## config.mk

```make
export PLATFORM = sky130hd
export DESIGN_NAME = ghdc_ctrl
export DESIGN_NICKNAME = d
export VERILOG_FILES = /design/src/hdl/ghdc_pkg.sv /design/src/hdl/ghdc_ctrl.sv
export SDC_FILE = /design/constraint.sdc
export NUM_CORES = 1
export LEC_CHECK = 0
export BUFFER_PORTS_ARGS = -buffer_cell sky130_fd_sc_hd__buf_2
export CAP_MARGIN = 5
export CORE_AREA = 2 2 59 61
export DETAILED_ROUTE_END_ITERATION = 8
export DIE_AREA = 0 0 61 63
export PLACE_DENSITY = 0.76
export SLEW_MARGIN = 10
export SYNTH_ARGS = -nofsm -noshare
export SYNTH_HDL_FRONTEND = slang
export SYNTH_SLANG_ARGS = --single-unit
```

## constraint.sdc

```tcl
create_clock -name aclk -period 7.25 [get_ports aclk]
set_input_delay 0.725 -clock aclk [delete_from_list [all_inputs] [get_ports aclk]]
set_output_delay 0.725 -clock aclk [all_outputs]
set_load 0.02 [all_outputs]
```

## src/hdl/ghdc_pkg.sv

```systemverilog
// ----------------------------------------------------------------------------
// Gyro heading drift compensator: shared package
// Types, fixed-point constants and small helpers used by the controller,
// the datapath and the top level.
// ----------------------------------------------------------------------------
package ghdc_pkg;

    // Shared divider geometry: the widest dividend is the filter product.
    localparam int DVD_W     = 76;
    localparam int DVS_W     = 64;
    localparam int DIV_CNT_W = $clog2(DVD_W);

    // pi/180 with LSB 2^-32.
    localparam logic signed [27:0] DEG2RAD_Q32 = 28'sd74961321;

    // pi and 2*pi with LSB 2^-32, in the heading adder's width.
    localparam logic signed [46:0] PI_Q     = 47'sd13493037705;
    localparam logic signed [46:0] TWO_PI_Q = 47'sd26986075409;
    localparam logic signed [46:0] S36_MAX  = 47'sd34359738367;
    localparam logic signed [46:0] S36_MIN  = -47'sd34359738368;

    localparam logic signed [50:0] S51_MAX = {1'b0, {50{1'b1}}};
    localparam logic signed [50:0] S51_MIN = {1'b1, {50{1'b0}}};

    localparam logic signed [65:0] S64_MAX = 66'sh0_7FFF_FFFF_FFFF_FFFF;
    localparam logic signed [65:0] S64_MIN = -66'sh0_8000_0000_0000_0000;

    // One in Q24.
    localparam logic [24:0] ONE_Q24 = 25'h100_0000;

    // Register indexes on the configuration port.
    localparam logic [2:0] REG_CAL_SAMPLES   = 3'd0;
    localparam logic [2:0] REG_FILTER_TAU    = 3'd1;
    localparam logic [2:0] REG_ATTEN_C1      = 3'd2;
    localparam logic [2:0] REG_INTEGRAL_STEP = 3'd3;
    localparam logic [2:0] REG_RATE_DEADBAND = 3'd4;

    // Datapath operations issued by the controller.
    typedef enum logic [4:0] {
        OP_NONE,
        OP_LOAD,
        OP_MUL_THETA,
        OP_THETA,
        OP_CAL,
        OP_MEAN_START,
        OP_SEED,
        OP_X,
        OP_DIFF,
        OP_FMUL_LO,
        OP_FMUL_HI,
        OP_FDIV_START,
        OP_F,
        OP_RUN,
        OP_SMUL_DEN,
        OP_SMUL_NUM,
        OP_SDIV_START,
        OP_INT,
        OP_CORR,
        OP_HMUL_LO,
        OP_HMUL_HI,
        OP_HEAD
    } op_t;

    // Status returned by the datapath.
    typedef struct packed {
        logic calibrated;
        logic cal_full;
        logic den_zero;
        logic div_done;
        logic out_busy;
    } stat_t;

    // Clamp to the signed 51-bit range.
    function automatic logic signed [50:0] sat51(input logic signed [56:0] v);
        if (v > 57'(S51_MAX)) begin
            return S51_MAX;
        end else if (v < 57'(S51_MIN)) begin
            return S51_MIN;
        end
        return v[50:0];
    endfunction

    // Magnitude of a signed 51-bit value; the most negative value maps to 2^50.
    function automatic logic [50:0] abs51(input logic signed [50:0] v);
        logic signed [50:0] n;
        n = -v;
        return v[50] ? n : v;
    endfunction

endpackage

```

## src/hdl/ghdc_ctrl.sv

```systemverilog
// ----------------------------------------------------------------------------
// Gyro heading drift compensator: controller
// Sequences the datapath through calibration, seeding and the per-sample
// filter, integral and heading steps.
// ----------------------------------------------------------------------------
module ghdc_ctrl (
    input  logic             aclk,
    input  logic             aresetn,
    input  logic             s_valid,
    output logic             s_ready,
    input  ghdc_pkg::stat_t  stat,
    output ghdc_pkg::op_t    op
);

    typedef enum logic [21:0] {
        S_IDLE      = 22'(1) << 0,
        S_MUL       = 22'(1) << 1,
        S_THETA     = 22'(1) << 2,
        S_CAL       = 22'(1) << 3,
        S_MEAN      = 22'(1) << 4,
        S_MEAN_WAIT = 22'(1) << 5,
        S_SEED      = 22'(1) << 6,
        S_X         = 22'(1) << 7,
        S_DIFF      = 22'(1) << 8,
        S_FMUL_LO   = 22'(1) << 9,
        S_FMUL_HI   = 22'(1) << 10,
        S_FDIV      = 22'(1) << 11,
        S_FDIV_WAIT = 22'(1) << 12,
        S_F         = 22'(1) << 13,
        S_RUN       = 22'(1) << 14,
        S_SMUL_DEN  = 22'(1) << 15,
        S_SMUL_NUM  = 22'(1) << 16,
        S_SDIV      = 22'(1) << 17,
        S_SDIV_WAIT = 22'(1) << 18,
        S_INT       = 22'(1) << 19,
        S_CORR      = 22'(1) << 20,
        S_HEAD      = 22'(1) << 21
    } state_t;

    state_t state_reg;
    state_t state_next;
    logic   hmul_lo_reg;
    logic   hmul_lo_next;

    // The high heading product is issued once, right after the low one.
    logic   hmul_hi_reg;

    // The heading products come ahead of the head step; two flags split the
    // head state into its low multiply, high multiply and result phases.
    always_comb begin
        state_next   = state_reg;
        hmul_lo_next = hmul_lo_reg;
        op           = ghdc_pkg::OP_NONE;
        s_ready      = 1'b0;
        unique case (state_reg)
            S_IDLE: begin
                s_ready = 1'b1;
                if (s_valid) begin
                    op         = ghdc_pkg::OP_LOAD;
                    state_next = S_MUL;
                end
            end
            S_MUL: begin
                op         = ghdc_pkg::OP_MUL_THETA;
                state_next = S_THETA;
            end
            S_THETA: begin
                op = ghdc_pkg::OP_THETA;
                if (stat.calibrated) begin
                    state_next = S_X;
                end else if (stat.cal_full) begin
                    state_next = S_MEAN;
                end else begin
                    state_next = S_CAL;
                end
            end
            S_CAL: begin
                op         = ghdc_pkg::OP_CAL;
                state_next = S_IDLE;
            end
            S_MEAN: begin
                op         = ghdc_pkg::OP_MEAN_START;
                state_next = S_MEAN_WAIT;
            end
            S_MEAN_WAIT: begin
                if (stat.div_done) begin
                    state_next = S_SEED;
                end
            end
            S_SEED: begin
                op         = ghdc_pkg::OP_SEED;
                state_next = S_IDLE;
            end
            S_X: begin
                op         = ghdc_pkg::OP_X;
                state_next = S_DIFF;
            end
            S_DIFF: begin
                op         = ghdc_pkg::OP_DIFF;
                state_next = S_FMUL_LO;
            end
            S_FMUL_LO: begin
                op         = ghdc_pkg::OP_FMUL_LO;
                state_next = S_FMUL_HI;
            end
            S_FMUL_HI: begin
                op         = ghdc_pkg::OP_FMUL_HI;
                state_next = S_FDIV;
            end
            S_FDIV: begin
                op         = ghdc_pkg::OP_FDIV_START;
                state_next = stat.den_zero ? S_F : S_FDIV_WAIT;
            end
            S_FDIV_WAIT: begin
                if (stat.div_done) begin
                    state_next = S_F;
                end
            end
            S_F: begin
                op         = ghdc_pkg::OP_F;
                state_next = S_RUN;
            end
            S_RUN: begin
                op         = ghdc_pkg::OP_RUN;
                state_next = S_SMUL_DEN;
            end
            S_SMUL_DEN: begin
                op         = ghdc_pkg::OP_SMUL_DEN;
                state_next = S_SMUL_NUM;
            end
            S_SMUL_NUM: begin
                op         = ghdc_pkg::OP_SMUL_NUM;
                state_next = S_SDIV;
            end
            S_SDIV: begin
                op         = ghdc_pkg::OP_SDIV_START;
                state_next = S_SDIV_WAIT;
            end
            S_SDIV_WAIT: begin
                if (stat.div_done) begin
                    state_next = S_INT;
                end
            end
            S_INT: begin
                op         = ghdc_pkg::OP_INT;
                state_next = S_CORR;
            end
            S_CORR: begin
                op           = ghdc_pkg::OP_CORR;
                hmul_lo_next = 1'b1;
                state_next   = S_HEAD;
            end
            S_HEAD: begin
                if (hmul_lo_reg) begin
                    op           = ghdc_pkg::OP_HMUL_LO;
                    hmul_lo_next = 1'b0;
                end else if (hmul_hi_reg) begin
                    op = ghdc_pkg::OP_HMUL_HI;
                end else if (stat.out_busy) begin
                    op = ghdc_pkg::OP_NONE;
                end else begin
                    op         = ghdc_pkg::OP_HEAD;
                    state_next = S_IDLE;
                end
            end
            default: begin
                state_next = S_IDLE;
            end
        endcase
    end

    always_ff @(posedge aclk) begin
        if (!aresetn) begin
            state_reg   <= S_IDLE;
            hmul_lo_reg <= 1'b0;
            hmul_hi_reg <= 1'b0;
        end else begin
            state_reg   <= state_next;
            hmul_lo_reg <= hmul_lo_next;
            hmul_hi_reg <= (op == ghdc_pkg::OP_HMUL_LO);
        end
    end

    // A new request is taken only when the controller is idle.
    assert property (@(posedge aclk) disable iff (!aresetn)
        s_ready |-> (state_reg == S_IDLE))
        else $error("input taken outside idle");

    // Every accepted sample starts with the rate multiply.
    assert property (@(posedge aclk) disable iff (!aresetn)
        (s_valid && s_ready) |=> (state_reg == S_MUL))
        else $error("accepted sample did not start");

    // The result step never overwrites a result still waiting downstream.
    assert property (@(posedge aclk) disable iff (!aresetn)
        (op == ghdc_pkg::OP_HEAD) |-> !stat.out_busy)
        else $error("result written while output stalled");

    // The high product follows the low product directly.
    assert property (@(posedge aclk) disable iff (!aresetn)
        hmul_hi_reg |-> (state_reg == S_HEAD))
        else $error("heading product sequence broken");

endmodule
```

After elaboration in Yosys (flattened, before gate mapping)
Index checks and enable logic that the tools add are counted.

storage, ports and cells
  register bits = 24
  output and inout port bits = 6

cells by class
  equality and inequality tests = 30
  multiplexer cells = 18
  reductions and logical operators = 2

operators by type and width
  operator                                         count
  case mux 22 bit (20 select lines)                1
  2-to-1 mux 22 bit                                7
  case mux 5 bit (19 select lines)                 1
  == test 22 x 1 -> 1 bit, second input constant   1
  == test 22 x 10 -> 1 bit, second input constant  1
  == test 22 x 11 -> 1 bit, second input constant  1
  == test 22 x 12 -> 1 bit, second input constant  1
  == test 22 x 13 -> 1 bit, second input constant  1
  == test 22 x 14 -> 1 bit, second input constant  1
  == test 22 x 15 -> 1 bit, second input constant  1
  == test 22 x 16 -> 1 bit, second input constant  1
  == test 22 x 17 -> 1 bit, second input constant  1
  == test 22 x 18 -> 1 bit, second input constant  1
  == test 22 x 19 -> 1 bit, second input constant  1
  == test 22 x 2 -> 1 bit, second input constant   1
  == test 22 x 20 -> 1 bit, second input constant  1
  == test 22 x 21 -> 1 bit, second input constant  1
  == test 22 bit, second input constant            1
  == test 22 x 3 -> 1 bit, second input constant   1
  == test 22 x 4 -> 1 bit, second input constant   1
  == test 22 x 5 -> 1 bit, second input constant   1
  == test 22 x 6 -> 1 bit, second input constant   1
  == test 22 x 7 -> 1 bit, second input constant   1
  == test 22 x 8 -> 1 bit, second input constant   1
  other kinds (10)                                 20

Depth between registers and ports, before layout
Gate-level depths: netlist of the first run.

  depth after elaboration = 5
  gate-level depth with buffers = 8

Least setup slack after synthesis of the first run
Ideal clock, no wire load.

  kind = reg2out
  start = reg state_reg[6]
  end = out op[0]
  arrival = 2,452 ps
  data required time = 6,525 ps
  path slack = 4,073 ps
  cell stages (with the launch flop) = 8
  cells stage by stage = dfxtp_1 -> or4_1 -> buf_2 -> or2_4 -> or4_4 -> nor4b_1 -> and3b_1 -> nand3_1

on the way
  longest elaborated chain between the ends = 2

RTL lines
  what                                    RTL line          RTL
  start, declared                         ghdc_ctrl.sv:40   state_t state_reg;
  start signal, assigned                  ghdc_ctrl.sv:178  state_reg <= state_next;
  == test 22 bit (tied with other cells)  ghdc_ctrl.sv:55   unique case (state_reg)
  case mux 5 bit (19 select lines) *      ghdc_ctrl.sv:55
  end, declared                           ghdc_ctrl.sv:12   output ghdc_pkg::op_t op

Mark *: on every way between the ends. The rest lies on a longest branch, timed or not.

Worst setup path in the final report of the first run
Same ends and word-level chain as after synthesis.

==> run_summary.xml, run 1 <==
<?xml version="1.0" encoding="UTF-8"?>
<metrics>
  <group name="setup_path">
    <metric name="crit_path_start_kind" unit="">register</metric>
    <metric name="critPathArrivalTime" unit="ps">3170</metric>
    <metric name="critPathMaxFanout" unit="">6</metric>
    <metric name="setup.reg_to_reg.worst_slack" unit="ps">4360</metric>
    <metric name="critPathKind" unit="">register to output port</metric>
    <metric name="worst_ep_required_time" unit="ps">6520</metric>
    <metric name="reg2regPathDepth" unit="">6</metric>
    <metric name="r2r-end" unit="">state_reg[13]</metric>
    <metric name="cp-end-kind" unit="">output port</metric>
    <metric name="worst_r2r_startpoint" unit="">state_reg[6]</metric>
  </group>
  <group name="global_routing">
    <metric name="first_pass_grt_wire_length" unit="mm">6.17</metric>
    <metric name="grt_start_max_net_pins" unit="">22</metric>
    <metric name="antenna_found_initial" unit="">0</metric>
    <metric name="via_count_of_the_first_global_routing_pass" unit="">1309</metric>
    <metric name="global_route.usage.total" unit="">0.210</metric>
    <metric name="grt_remaining_overflow" unit="">0</metric>
  </group>
  <group name="drt">
    <metric name="route.detailed.drc" unit="">0</metric>
    <metric name="drtPass1Iterations" unit="">4</metric>
    <metric name="per_cell_via_count_in_the_routed_design" unit="">6.19</metric>
    <metric name="dr_total_vias" unit="">1454</metric>
    <metric name="post_drt_wl_per_cell" unit="µm">15.8</metric>
    <metric name="ant_nets" unit="">0</metric>
    <metric name="wl" unit="mm">3.72</metric>
    <metric name="detail_route.iter0.violations" unit="">79</metric>
  </group>
  <group name="placed_design">
    <metric name="dpl_worst_slack" unit="ps">3720</metric>
    <metric name="place.detailed.hpwl" unit="mm">2.79</metric>
    <metric name="portBuffers" unit="">13</metric>
    <metric name="routabilityCongestion" unit="">0.975</metric>
    <metric name="placedCellCount" unit="">231</metric>
    <metric name="area_after_detailed_placement" unit="mm²">0.00159</metric>
  </group>
  <group name="finish">
    <metric name="sequential_cell_area" unit="µm²">480</metric>
    <metric name="antennaDiodeCount" unit="">0</metric>
    <metric name="number_of_nets_in_the_final_layout" unit="">198</metric>
    <metric name="flow.area_growth_from_synthesis" unit="%">6.67</metric>
    <metric name="finish.cell_count_without_fillers" unit="">235</metric>
    <metric name="final_core_util" unit="">0.502</metric>
    <metric name="fraction_of_final_layout_cells_with_drive_strength_greater_than_1" unit="">0.143</metric>
    <metric name="largest_register_ff_count" unit="">22</metric>
    <metric name="multiInputGateArea" unit="µm²">971</metric>
    <metric name="design_area" unit="mm²">0.00162</metric>
    <metric name="fillCellCount" unit="">295</metric>
  </group>
  <group name="timing">
    <metric name="slew_headroom" unit="">0.398</metric>
    <metric name="timing.clock.skew" unit="ps">5.90</metric>
    <metric name="count_of_endpoints_failing_hold_in_the_final_timing_report" unit="">0</metric>
    <metric name="slew_viol_final" unit="">0</metric>
    <metric name="finalSetupTns" unit="ps">0</metric>
    <metric name="unrepaired_setup_endpoints_after_global_routing" unit="">no</metric>
    <metric name="finalCritPeriodShare" unit="">0.538</metric>
    <metric name="worstMarginPinSlew" unit="ps">900</metric>
    <metric name="report.final.setup_viol" unit="">0</metric>
    <metric name="finalCriticalPeriod" unit="ps">3900</metric>
    <metric name="max_clock_freq" unit="GHz">0.256</metric>
    <metric name="setup_slack" unit="ps">3350</metric>
    <metric name="finalHoldWorstSlack" unit="ps">541</metric>
  </group>
  <group name="logic_synthesis">
    <metric name="synth.area.top_cells" unit="">sky130_fd_sc_hd__dfxtp_1 (32%), sky130_fd_sc_hd__nor4b_1 (4.6%), sky130_fd_sc_hd__o21ai_0 (4.3%), sky130_fd_sc_hd__nor2_1 (3.7%), sky130_fd_sc_hd__a211oi_1 (3.5%)</metric>
    <metric name="async_flop_share" unit="">0</metric>
    <metric name="synth_warnings" unit="">0</metric>
    <metric name="synth_cells" unit="">185</metric>
    <metric name="yosys_register_bits" unit="">24</metric>
    <metric name="synth.net_count" unit="">193</metric>
    <metric name="share_of_synthesized_area_occupied_by_flip_flops_and_latches" unit="">0.316</metric>
    <metric name="synth_area_leader_cell" unit="">sky130_fd_sc_hd__dfxtp_1</metric>
    <metric name="syn_avg_cell_area" unit="µm²">8.22</metric>
    <metric name="fraction_of_post_synthesis_cell_area_in_the_top_cell_type_by_area" unit="">0.316</metric>
    <metric name="number_of_library_cell_types_mapped_by_synthesis" unit="">50</metric>
    <metric name="synth.cell_area" unit="mm²">0.00152</metric>
    <metric name="synth_enable_flop_cells" unit="">0</metric>
    <metric name="ys.flop_type" unit="">sky130_fd_sc_hd__dfxtp_1</metric>
  </group>
  <group name="pwr">
    <metric name="power" unit="µW">244</metric>
    <metric name="power_density" unit="mW/mm²">150</metric>
    <metric name="leakagePower" unit="nW">0.609</metric>
    <metric name="power.ir.vdd_worst" unit="mV">0.0926</metric>
  </group>
  <group name="hold_path">
    <metric name="holdPathEnd" unit="">hmul_lo_reg</metric>
    <metric name="worstHoldStart" unit="">hmul_lo_reg</metric>
    <metric name="worstHoldPathCells" unit="">2</metric>
    <metric name="min_delay_worst_type" unit="">register to register</metric>
  </group>
  <group name="clocking">
    <metric name="post-cts-setup-buffer-count" unit="">0</metric>
    <metric name="cts_htree_levels" unit="">1</metric>
    <metric name="cts_buffers" unit="">3</metric>
    <metric name="cts_root_buf" unit="">sky130_fd_sc_hd__clkbuf_4</metric>
    <metric name="cts_tree" unit="">yes</metric>
    <metric name="clkSlewWorstSetupHoldPaths" unit="ps">140</metric>
    <metric name="clock_sinks" unit="">24</metric>
    <metric name="worst_skew_late_latency" unit="ps">320</metric>
    <metric name="cts_buffer_depth" unit="">2</metric>
    <metric name="cts_resized" unit="">0</metric>
    <metric name="cts_hold_buf" unit="">0</metric>
  </group>
  <group name="floorplanning">
    <metric name="floorplan.initialDensity" unit="">0.470</metric>
    <metric name="fp.dieArea" unit="mm²">0.00384</metric>
    <metric name="die_w" unit="µm">61</metric>
    <metric name="core_area" unit="mm²">0.00323</metric>
    <metric name="ioPinCount" unit="">14</metric>
    <metric name="floorplan.rows" unit="">21</metric>
    <metric name="die-height" unit="µm">63</metric>
  </group>
  <group name="run_status">
    <metric name="status" unit="">finished clean</metric>
  </group>
  <group name="run">
    <metric name="timing.max_cap.violations" unit="">0</metric>
  </group>
</metrics>
-- area by class of cell --
type | instances | share of cell area
well taps | 46 | 0.0355
repair buffers | 13 | 0.0401
flip-flops and latches | 24 | 0.296
inverters | 3 | 0.00694
clock buffers | 4 | 0.0224
multi-input cells | 145 | 0.599
-- worst max-delay path, stage by stage, from the launching register on --
cell and delay (ps):
sky130_fd_sc_hd__dfxtp_1 380, sky130_fd_sc_hd__or4_1 640, sky130_fd_sc_hd__or2_4 300, sky130_fd_sc_hd__or4_4 450
sky130_fd_sc_hd__nor4b_1 590, sky130_fd_sc_hd__and3b_1 250, sky130_fd_sc_hd__nand3_1 80, sky130_fd_sc_hd__buf_2 170
-- cell usage in the layout (no fill, tap or decap), drive strengths merged, types with 5 or more instances in the layout --
cell type,count
dfxtp,24
nor2,15
o21ai,13
buf,13
nor3,12
nand2,10
nor4,8
nand3,8
nor4b,8
a211oi,7
xor2,5
nand2b,5
and3,5
or4,5
-- cells by family (layout without fill, tap and decap cells) --
| family | Yosys count | after routing | synth area share |
|---|---|---|---|
| buffers and inverters | 16 | 20 | 0.0453 |
| AND/OR/NAND/NOR | 100 | 100 | 0.407 |
| AO/OA/AOI/OAI | 37 | 37 | 0.185 |
| flip-flops | 24 | 24 | 0.316 |
| XOR/XNOR | 8 | 8 | 0.0461 |
-- per-layer routing --
metal	vias to the layer above	track usage	routed length, µm
met5	-	0	0
met4	0	0.0978	97
met3	12	0.0248	167
met2	44	0.296	1730
met1	672	0.313	1720
li1	726	-	-
-- synthesized netlist by cell type (2+ instances only) --
cell                        n
sky130_fd_sc_hd__a211oi_1   7
sky130_fd_sc_hd__clkbuf_1  10
sky130_fd_sc_hd__nor3_1    10
sky130_fd_sc_hd__a221oi_2   2
sky130_fd_sc_hd__inv_1      3
sky130_fd_sc_hd__nand4_1    4
sky130_fd_sc_hd__nor2b_1    4
sky130_fd_sc_hd__nand2b_1   5
sky130_fd_sc_hd__nor2_1    15
sky130_fd_sc_hd__and3_1     5
sky130_fd_sc_hd__nor4b_1    8
sky130_fd_sc_hd__nand3b_1   3
sky130_fd_sc_hd__xor2_1     5
sky130_fd_sc_hd__nand4b_1   2
sky130_fd_sc_hd__xnor2_1    3
sky130_fd_sc_hd__nand2_1   10
sky130_fd_sc_hd__a21oi_1    2
sky130_fd_sc_hd__dfxtp_1   24
sky130_fd_sc_hd__and4b_1    2
sky130_fd_sc_hd__nor3_2     2
sky130_fd_sc_hd__nand3_1    8
sky130_fd_sc_hd__o21ai_0   13
sky130_fd_sc_hd__nor4_1     8
sky130_fd_sc_hd__or4_1      4
-- where the power goes --
group / leakage [nW] / switching (mW) / internal, mW
registers: 0.194 / 0.00160 / 0.133
clock network: 0.0210 / 0.0411 / 0.0307
logic: 0.394 / 0.0249 / 0.0125
total: 0.609 / 0.0676 / 0.176
-- worst max path at each step --
stage,from,endpoint,slack [ps],depth (start not counted)
after floorplan,state_reg[6],op[0],4070,7
after global placement,state_reg[7],op[0],3770,7
after detailed placement,state_reg[6],op[0],3720,7
final,state_reg[6],op[0],3350,7
after CTS,state_reg[7],op[0],3340,7
after global routing,state_reg[18],op[0],3090,7
Power figures use the tool's default switching activity.
==> run 2: changes to the inputs <==
PLACE_DENSITY = 0.79   (was 0.76)
clock period = 3.25 ns   (was 7.25 ns; I/O delays follow)
==> run 2 against run 1 <==
Worst setup slack worse by 3200 ps. Via count increased by 9.8%. Cell count up 2.6%. Total power up 120%. Non-clock buffer count rose by 7. Sequential power grew 120%. Routed wire length is 13% higher. Combinational power grew 150%. Die area is the same. Worst hold slack got worse by 380 ps. Sequential share of layout area shrank 1.1 points. Register-to-register slack worse by 3900 ps.
==> run_summary.xml, run 2 (synthesized netlist as in run 1, its figures left out) <==
<?xml version="1.0" encoding="UTF-8"?>
<metrics>
  <group name="clocking">
    <metric name="cts_root_buf" unit="">sky130_fd_sc_hd__clkbuf_4</metric>
    <metric name="clock_sinks" unit="">24</metric>
    <metric name="clkSlewWorstSetupHoldPaths" unit="ps">130</metric>
    <metric name="cts_htree_levels" unit="">1</metric>
    <metric name="worst_skew_late_latency" unit="ps">320</metric>
    <metric name="cts_tree" unit="">yes</metric>
    <metric name="cts_buffer_depth" unit="">2</metric>
    <metric name="cts_buffers" unit="">3</metric>
  </group>
  <group name="setup_path">
    <metric name="crit_buf_inv" unit="">2</metric>
    <metric name="timing.critical_path.slowest_cell_delay" unit="ps">580</metric>
    <metric name="critPathKind" unit="">register to output port</metric>
    <metric name="setup.reg_to_reg.worst_slack" unit="ps">430</metric>
    <metric name="worst_ep_required_time" unit="ps">2920</metric>
    <metric name="cp-end-kind" unit="">output port</metric>
    <metric name="crit_path_start_kind" unit="">register</metric>
    <metric name="reg2regPathDepth" unit="">7</metric>
    <metric name="crit_path_cell_trace" unit="">or4_4 &gt; or2_4 &gt; or4_4 &gt; nor4b_4 &gt; buf_4 &gt; and3b_1 &gt; nand3_1 &gt; buf_4</metric>
    <metric name="cell_type_of_the_slowest_stage_on_the_worst_timing_path" unit="">sky130_fd_sc_hd__or4_4</metric>
    <metric name="critPathTopFamily" unit="">simple AND/OR/NAND/NOR gates</metric>
    <metric name="critPathArrivalTime" unit="ps">2820</metric>
    <metric name="critPathMaxFanout" unit="">6</metric>
    <metric name="cp.depth" unit="">8</metric>
  </group>
  <group name="floorplanning">
    <metric name="die_w" unit="µm">61</metric>
    <metric name="fp.dieArea" unit="mm²">0.00384</metric>
    <metric name="die-height" unit="µm">63</metric>
    <metric name="core_area" unit="mm²">0.00323</metric>
    <metric name="ioPinCount" unit="">14</metric>
    <metric name="floorplan.rows" unit="">21</metric>
    <metric name="floorplan.initialDensity" unit="">0.470</metric>
  </group>
  <group name="timing">
    <metric name="report.final.setup_viol" unit="">0</metric>
    <metric name="max_clock_freq" unit="GHz">0.318</metric>
    <metric name="count_of_endpoints_failing_hold_in_the_final_timing_report" unit="">0</metric>
    <metric name="slew_viol_final" unit="">0</metric>
    <metric name="finalHoldWorstSlack" unit="ps">164</metric>
    <metric name="finalCriticalPeriod" unit="ps">3150</metric>
    <metric name="worstMarginPinSlew" unit="ps">981</metric>
    <metric name="finalCritPeriodShare" unit="">0.968</metric>
    <metric name="slew_headroom" unit="">0.343</metric>
    <metric name="timing.clock.skew" unit="ps">1.44</metric>
  </group>
  <group name="finish">
    <metric name="flow.area_growth_from_synthesis" unit="%">11.8</metric>
    <metric name="antennaDiodeCount" unit="">0</metric>
    <metric name="number_of_nets_in_the_final_layout" unit="">205</metric>
    <metric name="fraction_of_final_layout_cells_with_drive_strength_greater_than_1" unit="">0.200</metric>
    <metric name="highest_count_cells_in_the_layout_ignoring_fill_and_taps" unit="">sky130_fd_sc_hd__dfxtp_1 (22), sky130_fd_sc_hd__nor2_1 (15), sky130_fd_sc_hd__o21ai_0 (13)</metric>
    <metric name="largest_register_ff_count" unit="">22</metric>
    <metric name="finish.cell_count_without_fillers" unit="">241</metric>
    <metric name="layout_commonest_cell" unit="">sky130_fd_sc_hd__dfxtp_1</metric>
  </group>
  <group name="drt">
    <metric name="detail_route.iter0.violations" unit="">91</metric>
    <metric name="wl" unit="mm">4.21</metric>
    <metric name="per_cell_via_count_in_the_routed_design" unit="">6.62</metric>
    <metric name="route.detailed.drc" unit="">0</metric>
    <metric name="ant_nets" unit="">0</metric>
    <metric name="drtPass1Iterations" unit="">4</metric>
    <metric name="dr_total_vias" unit="">1596</metric>
    <metric name="post_drt_wl_per_cell" unit="µm">17.5</metric>
  </group>
  <group name="pwr">
    <metric name="pwr-share-seq" unit="">0.569</metric>
    <metric name="sw_frac_of_total" unit="">0.296</metric>
    <metric name="switch_pwr" unit="µW">156</metric>
    <metric name="power_density" unit="mW/mm²">311</metric>
    <metric name="power_report.internal_total" unit="µW">372</metric>
    <metric name="power.ir.vdd_worst" unit="mV">0.180</metric>
    <metric name="leakagePower" unit="nW">0.641</metric>
    <metric name="combinationalPowerShare" unit="">0.177</metric>
    <metric name="power" unit="µW">529</metric>
    <metric name="clock_power_share" unit="">0.254</metric>
  </group>
  <group name="placed_design">
    <metric name="portBuffers" unit="">13</metric>
    <metric name="routabilityCongestion" unit="">0.924</metric>
    <metric name="place.detailed.hpwl" unit="mm">2.96</metric>
    <metric name="placedCellCount" unit="">235</metric>
  </group>
  <group name="global_routing">
    <metric name="global_route.usage.total" unit="">0.235</metric>
    <metric name="via_count_of_the_first_global_routing_pass" unit="">1483</metric>
    <metric name="grt_start_max_net_pins" unit="">22</metric>
    <metric name="grt_remaining_overflow" unit="">0</metric>
    <metric name="first_pass_grt_wire_length" unit="mm">6.96</metric>
    <metric name="antenna_found_initial" unit="">0</metric>
  </group>
  <group name="hold_path">
    <metric name="min_delay_worst_type" unit="">input pin to register</metric>
    <metric name="worstHoldPathCells" unit="">2</metric>
  </group>
  <group name="run_status">
    <metric name="status" unit="">finished clean</metric>
  </group>
  <group name="run">
    <metric name="timing.max_cap.violations" unit="">0</metric>
  </group>
</metrics>
-- run 2: cell types whose count changed in the layout (fill, tap and decap cells not counted), sizes merged --
cell and delta:
buf +7, clkbuf -1
-- run 2: routing by layer --
layer  up-vias  wire length (µm)  track usage
li1        741                 -            -
met1       739              1720        0.320
met2        96              2000        0.347
met3        20               340       0.0455
met4         0               145        0.114
met5         -                 0            0
-- run 2: per-stage QoR --
stage / setup WS, ps / utilization / TNS [ps] / area, µm²
2_1_floorplan: 473 / - / 0 / 1520
3_3_place_gp: 386 / 0.500 / 0 / 1620
3_5_place_dp: 303 / 0.500 / 0 / 1620
4_1_cts: 0.960 / 0.510 / 0 / 1650
5_1_grt: -0.455 / 0.526 / -0.455 / 1700
6_report: 104 / 0.526 / 0 / 1700
-- run 2: repair_timing --
item,CTS,global route
hold buffers,0,0
endpoints found under the setup margin,1,2
setup buffers,0,3
endpoints found under the hold margin,0,0
resized for setup,2,7
pin swaps,0,1
-- run 2: power by group through the flow --
| stage | logic, mW | registers (mW) | clock network, mW |
|---|---|---|---|
| 6_report | 0.0933 | 0.301 | 0.134 |
| 5_1_grt | 0.101 | 0.302 | 0.145 |
| 4_1_cts | 0.0881 | 0.301 | 0.135 |
| 3_5_place_dp | 0.0869 | 0.307 | 0 |
| 3_3_place_gp | 0.0875 | 0.307 | 0 |
| 2_1_floorplan | 0.0638 | 0.306 | 0 |
-- run 2: layout make-up --
cell class              count  area (µm²)
well taps                  46        57.6
clock buffers               3        22.5
fillers                   289        1530
inverters                   3        11.3
repair buffers             20         120
flip-flops and latches     24         485
multi-input cells         145        1000
-- run 2: worst paths after layout --
| check | startpoint | endpoint |
|---|---|---|
| max | state_reg[6] | op[0] |
| min | stat[3] | state_reg[3] |
| max reg2reg | state_reg[17] | state_reg[8] |
| min reg2reg | state_reg[7] | state_reg[8] |
==> run 3: changes to the inputs <==
PLACE_DENSITY = 0.76   (was 0.79)
clock period = 3.3 ns   (was 3.25 ns; I/O delays follow)
==> run 3 against run 2 <==
Global-route usage increased by 1.5 points. First-iteration DRC count fell by 21%. Clock skew rose by 1.9 ps. Clock-buffer cell count increased by 1. Sequential share of layout area barely moved. Worst hold slack gained 9.7 ps. Sequential power is 1% lower. Design area decreased by 1.1%. Register-to-register slack better by 110 ps. Worst setup slack improved by 86 ps.
==> run_summary.xml, run 3 (synthesized netlist as in run 1, its figures left out) <==
<?xml version="1.0" encoding="UTF-8"?>
<metrics>
  <group name="run_status">
    <metric name="status" unit="">finished clean</metric>
  </group>
  <group name="finish">
    <metric name="layout_commonest_cell" unit="">sky130_fd_sc_hd__dfxtp_1</metric>
    <metric name="final_core_util" unit="">0.520</metric>
    <metric name="fillCellCount" unit="">316</metric>
    <metric name="antennaDiodeCount" unit="">0</metric>
    <metric name="design_area" unit="mm²">0.00168</metric>
    <metric name="highest_count_cells_in_the_layout_ignoring_fill_and_taps" unit="">sky130_fd_sc_hd__dfxtp_1 (24), sky130_fd_sc_hd__nor2_1 (15), sky130_fd_sc_hd__o21ai_0 (13), sky130_fd_sc_hd__buf_2 (13)</metric>
    <metric name="number_of_nets_in_the_final_layout" unit="">202</metric>
    <metric name="largest_register_ff_count" unit="">22</metric>
    <metric name="fraction_of_final_layout_cells_with_drive_strength_greater_than_1" unit="">0.187</metric>
    <metric name="flow.area_growth_from_synthesis" unit="%">10.5</metric>
  </group>
  <group name="setup_path">
    <metric name="worst_setup_path_endpoint" unit="">op[0]</metric>
    <metric name="worst_r2r_startpoint" unit="">state_reg[6]</metric>
    <metric name="crit_path_start_kind" unit="">register</metric>
    <metric name="cp-end-kind" unit="">output port</metric>
    <metric name="critical_path.startpoint" unit="">state_reg[6]</metric>
    <metric name="critPathArrivalTime" unit="ps">2780</metric>
    <metric name="r2r-end" unit="">state_reg[13]</metric>
    <metric name="worst_ep_required_time" unit="ps">2970</metric>
    <metric name="reg2regPathDepth" unit="">6</metric>
    <metric name="setup.reg_to_reg.worst_slack" unit="ps">540</metric>
    <metric name="critPathMaxFanout" unit="">6</metric>
    <metric name="critPathKind" unit="">register to output port</metric>
  </group>
  <group name="clocking">
    <metric name="cts_buffer_depth" unit="">2</metric>
    <metric name="cts_root_buf" unit="">sky130_fd_sc_hd__clkbuf_4</metric>
    <metric name="clock_sinks" unit="">24</metric>
    <metric name="cts_htree_levels" unit="">1</metric>
    <metric name="post-cts-setup-buffer-count" unit="">0</metric>
    <metric name="worst_skew_late_latency" unit="ps">330</metric>
    <metric name="cts_hold_buf" unit="">0</metric>
    <metric name="cts_buffers" unit="">3</metric>
    <metric name="clkSlewWorstSetupHoldPaths" unit="ps">130</metric>
    <metric name="cts_tree" unit="">yes</metric>
  </group>
  <group name="drt">
    <metric name="drtPass1Iterations" unit="">5</metric>
    <metric name="routed-wl-met3" unit="µm">310</metric>
    <metric name="m1WireLength" unit="mm">1.70</metric>
    <metric name="route.top_layer_used" unit="">met4</metric>
    <metric name="route.detailed.drc" unit="">0</metric>
    <metric name="ant_nets" unit="">0</metric>
    <metric name="per_cell_via_count_in_the_routed_design" unit="">6.26</metric>
    <metric name="detail_route.iter0.violations" unit="">72</metric>
    <metric name="wl" unit="mm">4.10</metric>
    <metric name="dr_total_vias" unit="">1496</metric>
    <metric name="met2RoutedLength" unit="mm">1.98</metric>
    <metric name="post_drt_wl_per_cell" unit="µm">17.1</metric>
  </group>
  <group name="floorplanning">
    <metric name="die-height" unit="µm">63</metric>
    <metric name="core_area" unit="mm²">0.00323</metric>
    <metric name="floorplan.rows" unit="">21</metric>
    <metric name="floorplan.initialDensity" unit="">0.470</metric>
    <metric name="fp.dieArea" unit="mm²">0.00384</metric>
    <metric name="ioPinCount" unit="">14</metric>
    <metric name="die_w" unit="µm">61</metric>
  </group>
  <group name="placed_design">
    <metric name="routabilityCongestion" unit="">1.01</metric>
    <metric name="portBuffers" unit="">13</metric>
    <metric name="dpl_worst_slack" unit="ps">380</metric>
    <metric name="place.detailed.hpwl" unit="mm">3.03</metric>
    <metric name="area_after_detailed_placement" unit="mm²">0.00162</metric>
  </group>
  <group name="timing">
    <metric name="slew_viol_final" unit="">0</metric>
    <metric name="max_clock_freq" unit="GHz">0.322</metric>
    <metric name="slew_headroom" unit="">0.375</metric>
    <metric name="count_of_endpoints_failing_hold_in_the_final_timing_report" unit="">0</metric>
    <metric name="timing.clock.skew" unit="ps">3.36</metric>
    <metric name="finalSetupTns" unit="ps">0</metric>
    <metric name="worstMarginPinSlew" unit="ps">934</metric>
    <metric name="finalCriticalPeriod" unit="ps">3110</metric>
    <metric name="unrepaired_setup_endpoints_after_global_routing" unit="">no</metric>
    <metric name="finalCritPeriodShare" unit="">0.942</metric>
    <metric name="report.final.setup_viol" unit="">0</metric>
    <metric name="setup_slack" unit="ps">190</metric>
  </group>
  <group name="hold_path">
    <metric name="min_delay_worst_type" unit="">input pin to register</metric>
  </group>
  <group name="pwr">
    <metric name="leakagePower" unit="nW">0.631</metric>
    <metric name="clock_power_share" unit="">0.294</metric>
    <metric name="combinationalPowerShare" unit="">0.164</metric>
    <metric name="switch_pwr" unit="µW">157</metric>
    <metric name="power" unit="µW">548</metric>
    <metric name="sw_frac_of_total" unit="">0.286</metric>
    <metric name="pwr-share-seq" unit="">0.542</metric>
    <metric name="power_report.internal_total" unit="µW">391</metric>
    <metric name="power.ir.vdd_worst" unit="mV">0.207</metric>
    <metric name="power_density" unit="mW/mm²">326</metric>
  </group>
  <group name="run">
    <metric name="timing.max_cap.violations" unit="">0</metric>
  </group>
  <group name="global_routing">
    <metric name="grt_start_max_net_pins" unit="">22</metric>
    <metric name="grt_remaining_overflow" unit="">0</metric>
    <metric name="via_count_of_the_first_global_routing_pass" unit="">1477</metric>
    <metric name="global_route.usage.total" unit="">0.250</metric>
    <metric name="antenna_found_initial" unit="">0</metric>
    <metric name="first_pass_grt_wire_length" unit="mm">7.22</metric>
  </group>
</metrics>
[run 3: through the flow]
| step | cells | hold WS, ps |
|---|---|---|
| 2_1_floorplan | 185 | 407 |
| 3_3_place_gp | 235 | 510 |
| 3_5_place_dp | 235 | 517 |
| 4_1_cts | 239 | 158 |
| 5_1_grt | 239 | 164 |
| 6_report | 239 | 174 |
[run 3: worst min path at each step]
stage | from | endpoint | slack [ps] | cells after the start
2_1_floorplan | stat[4] | state_reg[3] | 410 | 1
3_3_place_gp | stat[3] | state_reg[3] | 510 | 2
3_5_place_dp | hmul_lo_reg | hmul_lo_reg | 520 | 2
4_1_cts | stat[3] | state_reg[3] | 160 | 2
5_1_grt | stat[3] | state_reg[3] | 160 | 2
6_report | stat[3] | state_reg[3] | 170 | 2
[run 3: layer usage]
layer	global-route usage	up-vias
met5	0	-
met4	0.120	0
li1	-	727
met2	0.384	75
met1	0.340	683
met3	0.0290	11
[run 3: worst max-delay path, cell delays in order, from the launching register on]
cell                      delay, ps
sky130_fd_sc_hd__dfxtp_1        390
sky130_fd_sc_hd__or4_4          600
sky130_fd_sc_hd__or2_4          270
sky130_fd_sc_hd__or4_4          450
sky130_fd_sc_hd__nor4b_2        290
sky130_fd_sc_hd__and3b_1        210
sky130_fd_sc_hd__nand3_1         80
sky130_fd_sc_hd__buf_2          160
[run 3: power groups by stage]
stage	clock network, mW	registers, mW	logic [mW]
3_5_place_dp	0	0.302	0.0862
5_1_grt	0.180	0.298	0.0955
6_report	0.161	0.297	0.0899
2_1_floorplan	0	0.301	0.0628
4_1_cts	0.167	0.296	0.0865
3_3_place_gp	0	0.303	0.0859
[run 3: final cells by class]
cell class | count | area, µm² | area share
multi-input cells | 145 | 1000 | 0.595
flip-flops and latches | 24 | 480 | 0.286
repair buffers | 17 | 95.1 | 0.0566
well taps | 46 | 57.6 | 0.0343
clock buffers | 4 | 36.3 | 0.0216
inverters | 3 | 11.3 | 0.00670
[run 3: what timing repair did]
action | 4_1_cts | 5_1_grt
pin swaps | 0 | 0
resized for setup | 1 | 4
hold endpoints to repair | 0 | 0
setup endpoints to repair | 1 | 3
